**config.mk**
```make
export PLATFORM = sky130hd
export DESIGN_NAME = quadrature_tone_generator_top_flat
export DESIGN_NICKNAME = d
export VERILOG_FILES = /design/src/hdl/qtg_pkg.sv /design/src/hdl/qtg_in_if.sv /design/src/hdl/qtg_out_if.sv /design/src/hdl/quadrature_tone_generator_top.sv /design/src/hdl/qtg_ctrl.sv /design/src/hdl/qtg_dp.sv /design/src/flat_wrapper.sv
export SDC_FILE = /design/constraint.sdc
export NUM_CORES = 2
export LEC_CHECK = 0
export BUFFER_PORTS_ARGS = -buffer_cell sky130_fd_sc_hd__buf_2
export CORE_MARGIN = 3
export CORE_UTILIZATION = 55
export CTS_CLUSTER_SIZE = 30
export DETAILED_ROUTE_END_ITERATION = 8
export PLACE_DENSITY = 0.72
export SETUP_SLACK_MARGIN = 0.3
export SLEW_MARGIN = 20
export SYNTH_ARGS = -nofsm -noshare
export SYNTH_HDL_FRONTEND = slang
export SYNTH_HIERARCHICAL = 1
export SYNTH_SLANG_ARGS = --single-unit
```
**constraint.sdc**
```tcl
create_clock -name i_clk -period 31.1 [get_ports i_clk]
set_input_delay 0 -clock i_clk [delete_from_list [all_inputs] [get_ports i_clk]]
set_output_delay 0 -clock i_clk [all_outputs]
set_load 0.01 [all_outputs]
```
**src/hdl/qtg_pkg.sv**
```systemverilog
// Shared constants, types and tables of the quadrature tone generator.
`default_nettype none

package qtg_pkg;

    localparam int RATE_W       = 20;
    localparam int COUNT_W      = 32;
    localparam int PHASE_BITS   = 24;
    localparam int AMP_BITS     = 16;
    localparam int TURN_W       = 32;
    localparam int DIV_W        = (PHASE_BITS > RATE_W) ? PHASE_BITS : RATE_W;
    localparam int DIV_SHIFT    = DIV_W - RATE_W;
    localparam int CORDIC_STEPS = 24;
    localparam int XY_W         = 25;
    localparam int Z_W          = TURN_W;
    localparam int UNIT_SHIFT   = 22;
    localparam int CORDIC_X0    = 2547003;
    localparam int PROD_W       = XY_W + AMP_BITS;
    localparam int MAX_STEPS    = (DIV_W > CORDIC_STEPS) ? DIV_W : CORDIC_STEPS;
    localparam int CNT_W        = $clog2(MAX_STEPS);
    localparam int CFG_IDX_W    = 2;
    localparam int CFG_DATA_W   = COUNT_W;

    localparam logic [RATE_W-1:0]  RATE_RESET  = RATE_W'(48000);
    localparam logic [RATE_W-1:0]  TONE_RESET  = RATE_W'(1000);
    localparam logic [COUNT_W-1:0] COUNT_RESET = COUNT_W'(48000);

    localparam logic signed [Z_W-1:0] ATAN_TURNS [CORDIC_STEPS] = '{
        32'sd536870912, 32'sd316933406, 32'sd167458907, 32'sd85004756,
        32'sd42667331,  32'sd21354465,  32'sd10679838,  32'sd5340245,
        32'sd2670163,   32'sd1335087,   32'sd667544,    32'sd333772,
        32'sd166886,    32'sd83443,     32'sd41722,     32'sd20861,
        32'sd10430,     32'sd5215,      32'sd2608,      32'sd1304,
        32'sd652,       32'sd326,       32'sd163,       32'sd81
    };

    typedef enum logic [CFG_IDX_W-1:0] {
        CFG_SAMPLE_RATE  = 2'd0,
        CFG_TONE_FREQ    = 2'd1,
        CFG_SAMPLE_COUNT = 2'd2
    } t_cfg_idx;

    typedef enum logic [1:0] {
        DIV_TONE  = 2'd0,
        DIV_PHASE = 2'd1,
        DIV_TURN  = 2'd2
    } t_div_sel;

    typedef struct packed {
        logic     restart;
        logic     div_load;
        t_div_sel div_sel;
        logic     div_step;
        logic     rot_load;
        logic     rot_step;
        logic     mul;
        logic     emit;
    } t_dp_cmd;

    typedef struct packed {
        logic run_ok;
        logic div_last;
        logic rot_last;
        logic out_free;
    } t_dp_sts;

endpackage

`default_nettype wire

```
**src/hdl/qtg_in_if.sv**
```systemverilog
// Tick channel: valid/ready handshake with the restart flag.
`default_nettype none

interface qtg_in_if;
    logic valid;
    logic ready;
    logic restart;

    modport source (output valid, output restart, input ready);
    modport sink (input valid, input restart, output ready);
endinterface

`default_nettype wire

```
**src/hdl/qtg_out_if.sv**
```systemverilog
// Sample channel: valid/ready handshake with the stereo sample payload.
`default_nettype none

interface qtg_out_if;
    logic                                 valid;
    logic                                 ready;
    logic signed [qtg_pkg::AMP_BITS-1:0]  left_sample;
    logic signed [qtg_pkg::AMP_BITS-1:0]  right_sample;
    logic                                 last_sample;

    modport source (output valid, output left_sample, output right_sample,
                    output last_sample, input ready);
    modport sink (input valid, input left_sample, input right_sample,
                  input last_sample, output ready);
endinterface

`default_nettype wire

```
**src/hdl/quadrature_tone_generator_top.sv**
```systemverilog
// Top level of the quadrature tone generator: sequencer plus datapath.
//   i_tick is the tick channel: each transaction asks for the next stereo
//   sample; restart = 1 zeroes the phase and the sample index first.
//   o_sample carries the sine (left) and cosine (right) sample and a flag
//   on the last sample of the programmed run. The configuration port writes
//   sample rate (index 0), tone frequency (index 1) and sample count
//   (index 2); the user must write only while the block is idle (not enforced).
// Sequence:
//   A tick that yields a sample is checked against the sample count, then a
//   shared restoring divider runs 20 + 20 + 24 steps (tone mod rate, phase
//   mod rate, turn fraction), the CORDIC rotator runs 24 steps, plus load,
//   multiply and output states. The next tick is taken only after the sample
//   is emitted. A tick past the sample count gives no sample.
// Reset: synchronous, active low: registers take 48000 / 1000 / 48000,
//   phase and index go to zero, the output register empties.
// Stalls: the output register holds a finished sample until taken; the next
//   tick is still accepted and its sample waits in the datapath until the
//   output register frees.
`default_nettype none

module quadrature_tone_generator_top (
    input  wire logic                                i_clk,
    input  wire logic                                i_rst_n,
    qtg_in_if.sink                                   i_tick,
    qtg_out_if.source                                o_sample,
    input  wire logic                                i_cfg_we,
    input  wire logic [qtg_pkg::CFG_IDX_W-1:0]       i_cfg_idx,
    input  wire logic [qtg_pkg::CFG_DATA_W-1:0]      i_cfg_data
);

    qtg_pkg::t_dp_cmd dp_cmd;
    qtg_pkg::t_dp_sts dp_sts;

    qtg_ctrl u_ctrl (
        .i_clk        (i_clk),
        .i_rst_n      (i_rst_n),
        .i_in_valid   (i_tick.valid),
        .i_in_restart (i_tick.restart),
        .o_in_ready   (i_tick.ready),
        .o_cmd        (dp_cmd),
        .i_sts        (dp_sts)
    );

    qtg_dp u_dp (
        .i_clk       (i_clk),
        .i_rst_n     (i_rst_n),
        .i_cfg_we    (i_cfg_we),
        .i_cfg_idx   (i_cfg_idx),
        .i_cfg_data  (i_cfg_data),
        .i_cmd       (dp_cmd),
        .o_sts       (dp_sts),
        .i_out_ready (o_sample.ready),
        .o_out_valid (o_sample.valid),
        .o_left      (o_sample.left_sample),
        .o_right     (o_sample.right_sample),
        .o_last      (o_sample.last_sample)
    );

endmodule

`default_nettype wire

```
**src/hdl/qtg_ctrl.sv**
```systemverilog
// Sequencer of the tone generator: steps the divider, rotator and output.
`default_nettype none

module qtg_ctrl (
    input  wire logic             i_clk,
    input  wire logic             i_rst_n,
    input  wire logic             i_in_valid,
    input  wire logic             i_in_restart,
    output logic                  o_in_ready,
    output qtg_pkg::t_dp_cmd      o_cmd,
    input  wire qtg_pkg::t_dp_sts i_sts
);

    typedef enum logic [10:0] {
        S_IDLE   = 11'b000_0000_0001,
        S_CHECK  = 11'b000_0000_0010,
        S_DIV_F  = 11'b000_0000_0100,
        S_LD_P   = 11'b000_0000_1000,
        S_DIV_P  = 11'b000_0001_0000,
        S_LD_U   = 11'b000_0010_0000,
        S_DIV_U  = 11'b000_0100_0000,
        S_LD_ROT = 11'b000_1000_0000,
        S_ROT    = 11'b001_0000_0000,
        S_MUL    = 11'b010_0000_0000,
        S_EMIT   = 11'b100_0000_0000
    } t_state;

    t_state r_state;
    t_state n_state;

    always_ff @(posedge i_clk) begin
        if (!i_rst_n) begin
            r_state <= S_IDLE;
        end else begin
            r_state <= n_state;
        end
    end

    always_comb begin
        n_state        = r_state;
        o_cmd          = '0;
        o_cmd.div_sel  = qtg_pkg::DIV_TONE;
        o_in_ready     = (r_state == S_IDLE);
        case (r_state)
            S_IDLE: begin
                if (i_in_valid) begin
                    o_cmd.restart = i_in_restart;
                    n_state       = S_CHECK;
                end
            end
            S_CHECK: begin
                if (i_sts.run_ok) begin
                    o_cmd.div_load = 1'b1;
                    o_cmd.div_sel  = qtg_pkg::DIV_TONE;
                    n_state        = S_DIV_F;
                end else begin
                    n_state = S_IDLE;
                end
            end
            S_DIV_F: begin
                o_cmd.div_step = 1'b1;
                if (i_sts.div_last) begin
                    n_state = S_LD_P;
                end
            end
            S_LD_P: begin
                o_cmd.div_load = 1'b1;
                o_cmd.div_sel  = qtg_pkg::DIV_PHASE;
                n_state        = S_DIV_P;
            end
            S_DIV_P: begin
                o_cmd.div_step = 1'b1;
                if (i_sts.div_last) begin
                    n_state = S_LD_U;
                end
            end
            S_LD_U: begin
                o_cmd.div_load = 1'b1;
                o_cmd.div_sel  = qtg_pkg::DIV_TURN;
                n_state        = S_DIV_U;
            end
            S_DIV_U: begin
                o_cmd.div_step = 1'b1;
                if (i_sts.div_last) begin
                    n_state = S_LD_ROT;
                end
            end
            S_LD_ROT: begin
                o_cmd.rot_load = 1'b1;
                n_state        = S_ROT;
            end
            S_ROT: begin
                o_cmd.rot_step = 1'b1;
                if (i_sts.rot_last) begin
                    n_state = S_MUL;
                end
            end
            S_MUL: begin
                o_cmd.mul = 1'b1;
                n_state   = S_EMIT;
            end
            S_EMIT: begin
                if (i_sts.out_free) begin
                    o_cmd.emit = 1'b1;
                    n_state    = S_IDLE;
                end
            end
            default: begin
                n_state = S_IDLE;
            end
        endcase
    end

endmodule

`default_nettype wire

```
**src/hdl/qtg_dp.sv**
```systemverilog
// Datapath of the tone generator: registers, restoring divider, CORDIC, scaler.
`default_nettype none

module qtg_dp (
    input  wire logic                                  i_clk,
    input  wire logic                                  i_rst_n,
    input  wire logic                                  i_cfg_we,
    input  wire logic [qtg_pkg::CFG_IDX_W-1:0]         i_cfg_idx,
    input  wire logic [qtg_pkg::CFG_DATA_W-1:0]        i_cfg_data,
    input  wire qtg_pkg::t_dp_cmd                      i_cmd,
    output qtg_pkg::t_dp_sts                           o_sts,
    input  wire logic                                  i_out_ready,
    output logic                                       o_out_valid,
    output logic signed [qtg_pkg::AMP_BITS-1:0]        o_left,
    output logic signed [qtg_pkg::AMP_BITS-1:0]        o_right,
    output logic                                       o_last
);

    localparam int RATE_W   = qtg_pkg::RATE_W;
    localparam int COUNT_W  = qtg_pkg::COUNT_W;
    localparam int DIV_W    = qtg_pkg::DIV_W;
    localparam int XY_W     = qtg_pkg::XY_W;
    localparam int Z_W      = qtg_pkg::Z_W;
    localparam int TURN_W   = qtg_pkg::TURN_W;
    localparam int PHASE_B  = qtg_pkg::PHASE_BITS;
    localparam int AMP_B    = qtg_pkg::AMP_BITS;
    localparam int PROD_W   = qtg_pkg::PROD_W;
    localparam int CNT_W    = qtg_pkg::CNT_W;

    localparam logic signed [PROD_W-1:0] AMP_P = PROD_W'((2 ** (AMP_B - 1)) - 1);
    localparam logic signed [PROD_W-1:0] BIAS_P =
        PROD_W'((2 ** qtg_pkg::UNIT_SHIFT) - 1);
    localparam logic signed [XY_W-1:0]   X0 = XY_W'(qtg_pkg::CORDIC_X0);

    function automatic logic signed [AMP_B-1:0] scale_out(
        input logic signed [PROD_W-1:0] p
    );
        logic signed [PROD_W-1:0] adj;
        logic signed [PROD_W-1:0] sh;
        adj = p;
        if (p[PROD_W-1]) begin
            adj = p + BIAS_P;
        end
        sh = adj >>> qtg_pkg::UNIT_SHIFT;
        if (sh > AMP_P) begin
            sh = AMP_P;
        end else if (sh < -AMP_P) begin
            sh = -AMP_P;
        end
        return sh[AMP_B-1:0];
    endfunction

    logic [RATE_W-1:0]         r_rate;
    logic [RATE_W-1:0]         r_tone;
    logic [COUNT_W-1:0]        r_count;
    logic [RATE_W-1:0]         r_phase;
    logic [COUNT_W-1:0]        r_index;

    logic [RATE_W-1:0]         r_fm;
    logic [RATE_W-1:0]         r_p;
    logic [PHASE_B-1:0]        r_u;
    qtg_pkg::t_div_sel         r_div_sel;
    logic [RATE_W-1:0]         r_rem;
    logic [DIV_W-1:0]          r_bits;
    logic [CNT_W-1:0]          r_cnt;

    logic signed [XY_W-1:0]    r_x;
    logic signed [XY_W-1:0]    r_y;
    logic signed [Z_W-1:0]     r_z;
    logic [1:0]                r_q;
    logic signed [PROD_W-1:0]  r_prod_s;
    logic signed [PROD_W-1:0]  r_prod_c;

    logic                      r_out_valid;
    logic signed [AMP_B-1:0]   r_left;
    logic signed [AMP_B-1:0]   r_right;
    logic                      r_last;

    logic [RATE_W-1:0]         fs;
    logic [RATE_W:0]           div_t;
    logic [RATE_W:0]           div_diff;
    logic                      div_ge;
    logic [RATE_W-1:0]         n_rem;
    logic [DIV_W-1:0]          n_bits;
    logic                      div_last;
    logic                      rot_last;

    logic [TURN_W-1:0]         turn;
    logic signed [XY_W-1:0]    dx;
    logic signed [XY_W-1:0]    dy;
    logic signed [Z_W-1:0]     atan_k;
    logic signed [XY_W-1:0]    sin_v;
    logic signed [XY_W-1:0]    cos_v;

    logic [RATE_W:0]           phase_sum;
    logic [RATE_W-1:0]         n_phase;
    logic                      out_free;

    assign fs = (r_rate == '0) ? RATE_W'(1) : r_rate;

    assign div_t    = {r_rem, r_bits[DIV_W-1]};
    assign div_diff = div_t - {1'b0, fs};
    assign div_ge   = (div_t >= {1'b0, fs});
    assign n_rem    = div_ge ? div_diff[RATE_W-1:0] : div_t[RATE_W-1:0];
    assign n_bits   = {r_bits[DIV_W-2:0], div_ge};
    assign div_last = (r_div_sel == qtg_pkg::DIV_TURN) ? (r_cnt == CNT_W'(PHASE_B - 1))
                                                       : (r_cnt == CNT_W'(RATE_W - 1));
    assign rot_last = (r_cnt == CNT_W'(qtg_pkg::CORDIC_STEPS - 1));

    assign turn   = TURN_W'(r_u) << (TURN_W - PHASE_B);
    assign dx     = r_y >>> r_cnt;
    assign dy     = r_x >>> r_cnt;
    assign atan_k = (r_cnt < CNT_W'(qtg_pkg::CORDIC_STEPS)) ? qtg_pkg::ATAN_TURNS[r_cnt] : '0;

    always_comb begin
        case (r_q)
            2'd0: begin
                sin_v = r_y;
                cos_v = r_x;
            end
            2'd1: begin
                sin_v = r_x;
                cos_v = -r_y;
            end
            2'd2: begin
                sin_v = -r_y;
                cos_v = -r_x;
            end
            default: begin
                sin_v = -r_x;
                cos_v = r_y;
            end
        endcase
    end

    assign phase_sum = {1'b0, r_p} + {1'b0, r_fm};
    assign n_phase   = (phase_sum >= {1'b0, fs}) ? RATE_W'(phase_sum - {1'b0, fs})
                                                 : phase_sum[RATE_W-1:0];
    assign out_free  = !r_out_valid || i_out_ready;

    always_ff @(posedge i_clk) begin
        if (!i_rst_n) begin
            r_rate  <= qtg_pkg::RATE_RESET;
            r_tone  <= qtg_pkg::TONE_RESET;
            r_count <= qtg_pkg::COUNT_RESET;
        end else if (i_cfg_we) begin
            case (qtg_pkg::t_cfg_idx'(i_cfg_idx))
                qtg_pkg::CFG_SAMPLE_RATE:  r_rate  <= i_cfg_data[RATE_W-1:0];
                qtg_pkg::CFG_TONE_FREQ:    r_tone  <= i_cfg_data[RATE_W-1:0];
                qtg_pkg::CFG_SAMPLE_COUNT: r_count <= i_cfg_data[COUNT_W-1:0];
                default: begin
                end
            endcase
        end
    end

    always_ff @(posedge i_clk) begin
        if (!i_rst_n) begin
            r_phase <= '0;
            r_index <= '0;
        end else if (i_cmd.restart) begin
            r_phase <= '0;
            r_index <= '0;
        end else if (i_cmd.emit) begin
            r_phase <= n_phase;
            r_index <= r_index + COUNT_W'(1);
        end
    end

    always_ff @(posedge i_clk) begin
        if (i_cmd.div_load) begin
            r_div_sel <= i_cmd.div_sel;
            r_cnt     <= '0;
            case (i_cmd.div_sel)
                qtg_pkg::DIV_TONE: begin
                    r_rem  <= '0;
                    r_bits <= DIV_W'(r_tone) << qtg_pkg::DIV_SHIFT;
                end
                qtg_pkg::DIV_PHASE: begin
                    r_rem  <= '0;
                    r_bits <= DIV_W'(r_phase) << qtg_pkg::DIV_SHIFT;
                end
                qtg_pkg::DIV_TURN: begin
                    r_rem  <= r_p;
                    r_bits <= '0;
                end
                default: begin
                    r_rem  <= '0;
                    r_bits <= '0;
                end
            endcase
        end else if (i_cmd.div_step) begin
            r_rem  <= n_rem;
            r_bits <= n_bits;
            r_cnt  <= r_cnt + CNT_W'(1);
            if (div_last) begin
                case (r_div_sel)
                    qtg_pkg::DIV_TONE:  r_fm <= n_rem;
                    qtg_pkg::DIV_PHASE: r_p  <= n_rem;
                    qtg_pkg::DIV_TURN:  r_u  <= n_bits[PHASE_B-1:0];
                    default: begin
                    end
                endcase
            end
        end else if (i_cmd.rot_load) begin
            r_cnt <= '0;
            r_x   <= X0;
            r_y   <= '0;
            r_z   <= {{2{turn[TURN_W-3]}}, turn[TURN_W-3:0]};
            r_q   <= turn[TURN_W-1:TURN_W-2] + {1'b0, turn[TURN_W-3]};
        end else if (i_cmd.rot_step) begin
            r_cnt <= r_cnt + CNT_W'(1);
            if (!r_z[Z_W-1]) begin
                r_x <= r_x - dx;
                r_y <= r_y + dy;
                r_z <= r_z - atan_k;
            end else begin
                r_x <= r_x + dx;
                r_y <= r_y - dy;
                r_z <= r_z + atan_k;
            end
        end
        if (i_cmd.mul) begin
            r_prod_s <= PROD_W'(sin_v) * AMP_P;
            r_prod_c <= PROD_W'(cos_v) * AMP_P;
        end
    end

    always_ff @(posedge i_clk) begin
        if (!i_rst_n) begin
            r_out_valid <= 1'b0;
        end else if (i_cmd.emit) begin
            r_out_valid <= 1'b1;
        end else if (i_out_ready) begin
            r_out_valid <= 1'b0;
        end
    end

    always_ff @(posedge i_clk) begin
        if (i_cmd.emit) begin
            r_left  <= scale_out(r_prod_s);
            r_right <= scale_out(r_prod_c);
            r_last  <= (r_index == (r_count - COUNT_W'(1)));
        end
    end

    assign o_sts.run_ok   = (r_index < r_count);
    assign o_sts.div_last = div_last;
    assign o_sts.rot_last = rot_last;
    assign o_sts.out_free = out_free;

    assign o_out_valid = r_out_valid;
    assign o_left      = r_left;
    assign o_right     = r_right;
    assign o_last      = r_last;

endmodule

`default_nettype wire
```
**src/flat_wrapper.sv**
```systemverilog
// flat-port wrapper written by rule: the top's interface ports become plain ports
module quadrature_tone_generator_top_flat 
  (i_clk, i_rst_n, i_cfg_we, i_cfg_idx, i_cfg_data, i_tick_valid, i_tick_restart, i_tick_ready, o_sample_valid, o_sample_left_sample, o_sample_right_sample, o_sample_last_sample, o_sample_ready);
  qtg_in_if i_tick_i ();
  qtg_out_if o_sample_i ();
  input  wire logic i_clk;
  input  wire logic i_rst_n;
  input  wire logic i_cfg_we;
  input  wire logic [qtg_pkg::CFG_IDX_W-1:0] i_cfg_idx;
  input  wire logic [qtg_pkg::CFG_DATA_W-1:0] i_cfg_data;
  input wire logic [$bits(i_tick_i.valid)-1:0] i_tick_valid;
  input wire logic [$bits(i_tick_i.restart)-1:0] i_tick_restart;
  output wire logic [$bits(i_tick_i.ready)-1:0] i_tick_ready;
  output wire logic [$bits(o_sample_i.valid)-1:0] o_sample_valid;
  output wire logic [$bits(o_sample_i.left_sample)-1:0] o_sample_left_sample;
  output wire logic [$bits(o_sample_i.right_sample)-1:0] o_sample_right_sample;
  output wire logic [$bits(o_sample_i.last_sample)-1:0] o_sample_last_sample;
  input wire logic [$bits(o_sample_i.ready)-1:0] o_sample_ready;
  assign i_tick_i.valid = i_tick_valid;
  assign i_tick_i.restart = i_tick_restart;
  assign i_tick_ready = i_tick_i.ready;
  assign o_sample_valid = o_sample_i.valid;
  assign o_sample_left_sample = o_sample_i.left_sample;
  assign o_sample_right_sample = o_sample_i.right_sample;
  assign o_sample_last_sample = o_sample_i.last_sample;
  assign o_sample_i.ready = o_sample_ready;
  quadrature_tone_generator_top u_core (.i_clk(i_clk), .i_rst_n(i_rst_n), .i_tick(i_tick_i), .o_sample(o_sample_i), .i_cfg_we(i_cfg_we), .i_cfg_idx(i_cfg_idx), .i_cfg_data(i_cfg_data));
endmodule
```
[After elaboration in Yosys (flattened, before gate mapping)]
Memories as Yosys holds them, arrays and structs flattened.
Cells that the tools add are included.
Storage, ports and cells
  bits in registers: 450
  bits in read-only memories: 1024
  input bits: 40
  output and inout bits: 35
  word-level logic and storage cells: 164
  memories: 1
Cells by class
  add/subtract/negate cells: 17
  $mul: 2
  magnitude comparators: 9
  equality and inequality tests: 28
  shift operators: 2
  mux-type cells: 51
  bitwise operators: 4
  reduce and logical (&&, ||, !) cells: 24
Memory list
  (no name shown): depth 32, bits a word 32, rd ports 1, clocked after memory_dff 0, wr ports 0, line qtg_dp.sv:113  | assign atan_k = (r_cnt < CNT_W'(qtg_pkg::CORDIC_STEPS)) ? qtg_pkg::ATAN_TURNS[r_cnt] : '0;
Operator list (count)
  2-to-1 mux 32 bit: 6
  2-to-1 mux 41 bit: 4
  case mux 25 bit (3 select lines): 2
  case mux 11 bit (11 select lines): 1
  2-to-1 mux 20 bit: 6
  2-to-1 mux 25 bit: 4
  adder 41 x 23 -> 41 bit, second input constant: 2
  multiplier 25 x 16 -> 41 bit, second input constant: 2
  2-to-1 mux 11 bit: 6
  adder 25 bit: 2
  negator 25 bit: 2
  >>> shifter 25 x 5 -> 25 bit: 2
  subtractor 25 bit: 2
  2-to-1 mux 24 bit: 2
  case mux 24 bit (2 select lines): 1
  greater-or-equal comparator 21 x 20 -> 1 bit: 2
  subtractor 20 bit: 2
  > comparator 19 x 16 -> 1 bit, second input constant: 2
  < comparator 19 x 16 -> 1 bit, second input constant: 2
  adder 32 x 1 -> 32 bit, second input constant: 1
  adder 32 bit: 1
  == test 32 bit: 1
  < comparator 32 bit: 1
  2-to-1 mux 16 bit: 2
  other kinds (40): 79

[Longest topological paths before layout]
  word-level depth: 9
  mapped depth: 35
  gate-level depth less buffers: 34

[Cells and area by module]
Netlist, hierarchy kept.
Modules (own cells, without submodules)
  qtg_dp: instances 1, cells an instance 5412, area an instance 50250.7 sq um, seq. area each 11881.4 sq um
  qtg_ctrl: instances 1, cells an instance 97, area an instance 738.2 sq um, seq. area each 220.2 sq um

[Worst setup path before layout]
OpenSTA, ideal clock, no wires.
  path kind: flip-flop to flip-flop
  start point: reg u_core.u_ctrl.r_state[2]
  end point: reg u_core.u_ctrl.r_state[10]
  library setup time: 0.104 ns
  arrival: 10.786 ns
  required time: 30.996 ns
  slack: 20.210 ns
  stages on the path, launching flop included: 7
  path buffers: 1
  period minus slack after synthesis: 10.890 ns
  cells stage by stage: dfxtp_1 or4_1 buf_2 or2_1 nor4b_1 nand2_1 o31ai_4
Between the ends
  cells in the longest elaborated chain, start to end: 3
  elaborated cells between the ends (all ways): 19
  those cells by class: 17 x eq/ne; 1 x mux; 1 x reduce/logical
Ends and longest elaborated chain
  start, declared: line qtg_ctrl.sv:28  | t_state r_state;
  start signal, assigned: line qtg_ctrl.sv:35  | r_state <= n_state;
  == test 11 bit, or another cell as far along: line qtg_ctrl.sv:44  | case (r_state)
  != test 2 bit (no source line)
  AND reduction 6 bit (no source line)
Several ways; a longest one is shown, not always the timed one.
A chain may end at the register's enable or synchronous reset.

[Final worst setup path]
  start point: reg u_core.u_dp.r_y[1]
  end point: reg u_core.u_dp.r_prod_s[40] (data pin)
Between the ends
  cells in the longest elaborated chain, start to end: 3
Ends and longest elaborated chain
  start, declared: line qtg_dp.sv:68  | logic signed [XY_W-1:0] r_y;
  start signal, assigned: line qtg_dp.sv:215  | r_y <= r_y + dy;
  start signal, assigned: line qtg_dp.sv:219  | r_y <= r_y - dy;
  negator 25 bit: line qtg_dp.sv:126  | sin_v = -r_y;
  case mux 25 bit (3 select lines) *: line qtg_dp.sv:116  | case (r_q)
  multiplier 25 x 16 -> 41 bit *: line qtg_dp.sv:224  | r_prod_s <= PROD_W'(sin_v) * AMP_P;
  end signal, assigned: line qtg_dp.sv:224
  end, declared: line qtg_dp.sv:71  | logic signed [PROD_W-1:0] r_prod_s;
Mark *: on every way between the ends. The rest lies on a longest branch, timed or not.

==> reports/metrics.yaml <==
preCtsSetupSlack_ns: 21.55
synth_top_cell_area_share_pct: 18.20
final_util_pct: 59.62
worst_pin_slew_ns: 1.047
endpoint_kind: "register"
final-hold-violation-count: 0
num_antenna_cells: 0
layout-drive-gt1-share_pct: 7.156
cts_buffers: 51
root_buffer: "clkbuf_16"
port_buffers: 74
post_cts_buffers: 0
ys_seq_area_share_pct: 23.73
status: "complete, no violations"
final_nets: 6405
drt_iter0_markers: 3216
timing.hold.ws_ns: 0.09325
drtPass1Iterations: 6
final.min_clock_period_ns: 9.596
finalCritPeriodShare_pct: 30.86
synth_cell_types: 96
gp_congestion: 0.9793
synth-async-reset-ratio_pct: 0
cp_common_cell: "fa_1"
cp_max_fo: 8
wl_per_cell_um: 19.30
synthFlopType: "edfxtp_1"
multi_input_area_mm2: 0.03535
clock_latency_ns: 0.68
htree_levels: 2
synth_edf_count: 309
cp.arrival_ns: 10.01
p_per_area_mw_per_mm2: 48.69
start_util_pct: 55.54
antenna_found_initial: 0
p_leak_nw: 23.42
max_slew_margin_pct: 29.52
yosys-top-cells-area: "edfxtp_1 (18%), fa_1 (17%), ha_1 (11%), dfxtp_1 (5.5%), xnor2_1 (5.4%)"
critical_path_class: "reg2reg"
vias: 39713
clk_pin_slew_worst_paths_ns: 0.06
grt_pass1_wl_mm: 209.0
seq_area_mm2: 0.01211
postRouteAntennaNets: 0
grt_usage_pct: 27.11
fin_setup_tns_ns: 0
io_pins: 75
yosysWarnings: 6
die_h_um: 310.5
rows: 111
fin_skew_ns: 0.03924
cts_tree: "yes"
grt_pass1_vias: 39195
die_x_um: 310.5
peakVddDrop_v: 0.00005636
setup_slack_ns: 21.50
synth_seq_cells: 450
setup-violations-final: 0
fp.coreArea_mm2: 0.09180
avgSynthCellArea_um2: 9.256
dp_hpwl_mm: 102.7
drcViolationCount: 0
max_freq_mhz: 104.2
drv_cap: 0
clockBufferDepth: 3
synth_top_cell_by_area: "edfxtp_1"
clock_sinks: 450
required_ns: 31.51
n_fill_cell: 7904
syn_area_mm2: 0.05099
slowest_stage: "o21ai_0"
die-area_mm2: 0.09640
hold_class: "in2reg"
totalWireLength_mm: 131.0
area_growth_syn_to_layout_pct: 7.347
cp-start-kind: "register"
slew_viol_final: 0
synth_cells: 5509
grt_setup_unrepaired: "no"
gr-total-overflow: 0
cpLargestDelayFamily: "adder cells"
cp_slowest_stage_delay_ns: 0.72
grt_max_degree: 89
syn-num-nets: 6409
vias_per_cell: 5.848
cp_num_buf_inv: 5
## cell usage after synthesis (all sizes together), types with 110 or more instances
cell type / count
o21ai: 257
xor2: 204
inv: 720
fa: 427
nand2: 446
nor2: 325
nand3: 110
edfxtp: 309
xnor2: 315
clkbuf: 173
a21o: 134
a21oi: 303
dfxtp: 141
ha: 433
## repair_timing
action | in CTS | in global routing
setup endpoints to repair | 0 | 0
gates resized for setup | 0 | 0
hold buffers | 40 | 0
hold endpoints to repair | 95 | 0
## cells in the final DEF, fill, tap and decap left out, drive strengths merged, types with 134 or more instances in the layout
cell type,count
fa,427
inv,725
nor2,325
edfxtp,309
a21o,134
o21ai,257
xor2,204
nand2,446
dfxtp,141
ha,433
xnor2,315
a21oi,303
## final timing paths
path / start / end / slack (ns) / depth (start not counted)
setup / recovery: u_core/u_dp/r_y[1]$_SDFFCE_PP0P_ / u_core/u_dp/r_prod_s[40]$_DFFE_PP_ / 21.50 / 29
hold / removal: i_cfg_idx[1] / u_core/u_dp/r_rate[2]$_SDFFE_PN0P_ / 0.09 / 4
setup reg to reg: u_core/u_dp/r_y[1]$_SDFFCE_PP0P_ / u_core/u_dp/r_prod_s[40]$_DFFE_PP_ / 21.50 / 29
hold reg to reg: u_core/u_dp/r_bits[2]$_SDFFCE_PP0P_ / u_core/u_dp/r_u[3]$_DFFE_PP_ / 0.45 / 0
## worst min-delay path, stage by stage
cell	delay, ns
buf_2	0.14
or3b_2	0.35
nand2_1	0.08
a21boi_0	0.14
## cells by family (layout without fill, tap and decap cells)
| group | after synthesis | after routing | share of synthesized area [%] |
|---|---|---|---|
| AND/OR/NAND/NOR | 1346 | 1346 | 12.63 |
| AO/OA/AOI/OAI | 1227 | 1227 | 15.63 |
| buffers and inverters | 950 | 989 | 7.119 |
| adder cells (fa/ha/maj) | 864 | 864 | 27.47 |
| XOR/XNOR | 519 | 519 | 8.915 |
| flip-flops | 450 | 450 | 23.73 |
| multiplexers | 153 | 153 | 4.508 |
## area by class of cell
cell class                      instances  share of cell area, %
Tap cell                             1243                  2.841
Clock buffer                           63                  2.565
Timing Repair Buffer                  173                  2.224
Sequential cell                       450                  22.13
Multi-Input combinational cell       4109                  64.58
Inverter                              720                  4.938
Clock inverter                         33                 0.7292
## where the power goes
group,internal (mW),switching [mW]
clock,0.368,0.276
sequential,0.711,0.0121
combinational,0.539,0.758
## layer usage
metal,share of wire [%],vias to the layer above,track usage (%)
met3,5.5,293,3.145
met4,4.2,0,10.77
li1,-,19049,-
met5,0,-,0
met2,48,1247,45.98
met1,43,19124,35.57
## per-stage QoR
stage | cells | area (um^2) | total power, mW
global route | 6791 | 54740 | 2.847
global placement | 6655 | 52520 | 1.971
detailed placement | 6655 | 52520 | 1.999
finish | 6791 | 54740 | 2.665
floorplan | 5509 | 50990 | 1.744
CTS | 6791 | 54720 | 2.661
## flip-flops by register name, summed over array words and instances, names as in the netlist, 24 cells and up
signal                flops
u_core/u_dp/r_prod_c     41
u_core/u_dp/r_prod_s     41
u_core/u_dp/r_count      32
u_core/u_dp/r_index      32
u_core/u_dp/r_z          32
u_core/u_dp/r_x          25
u_core/u_dp/r_y          25
u_core/u_dp/r_bits       24
u_core/u_dp/r_u          24
(Power assumes the default switching activity.)
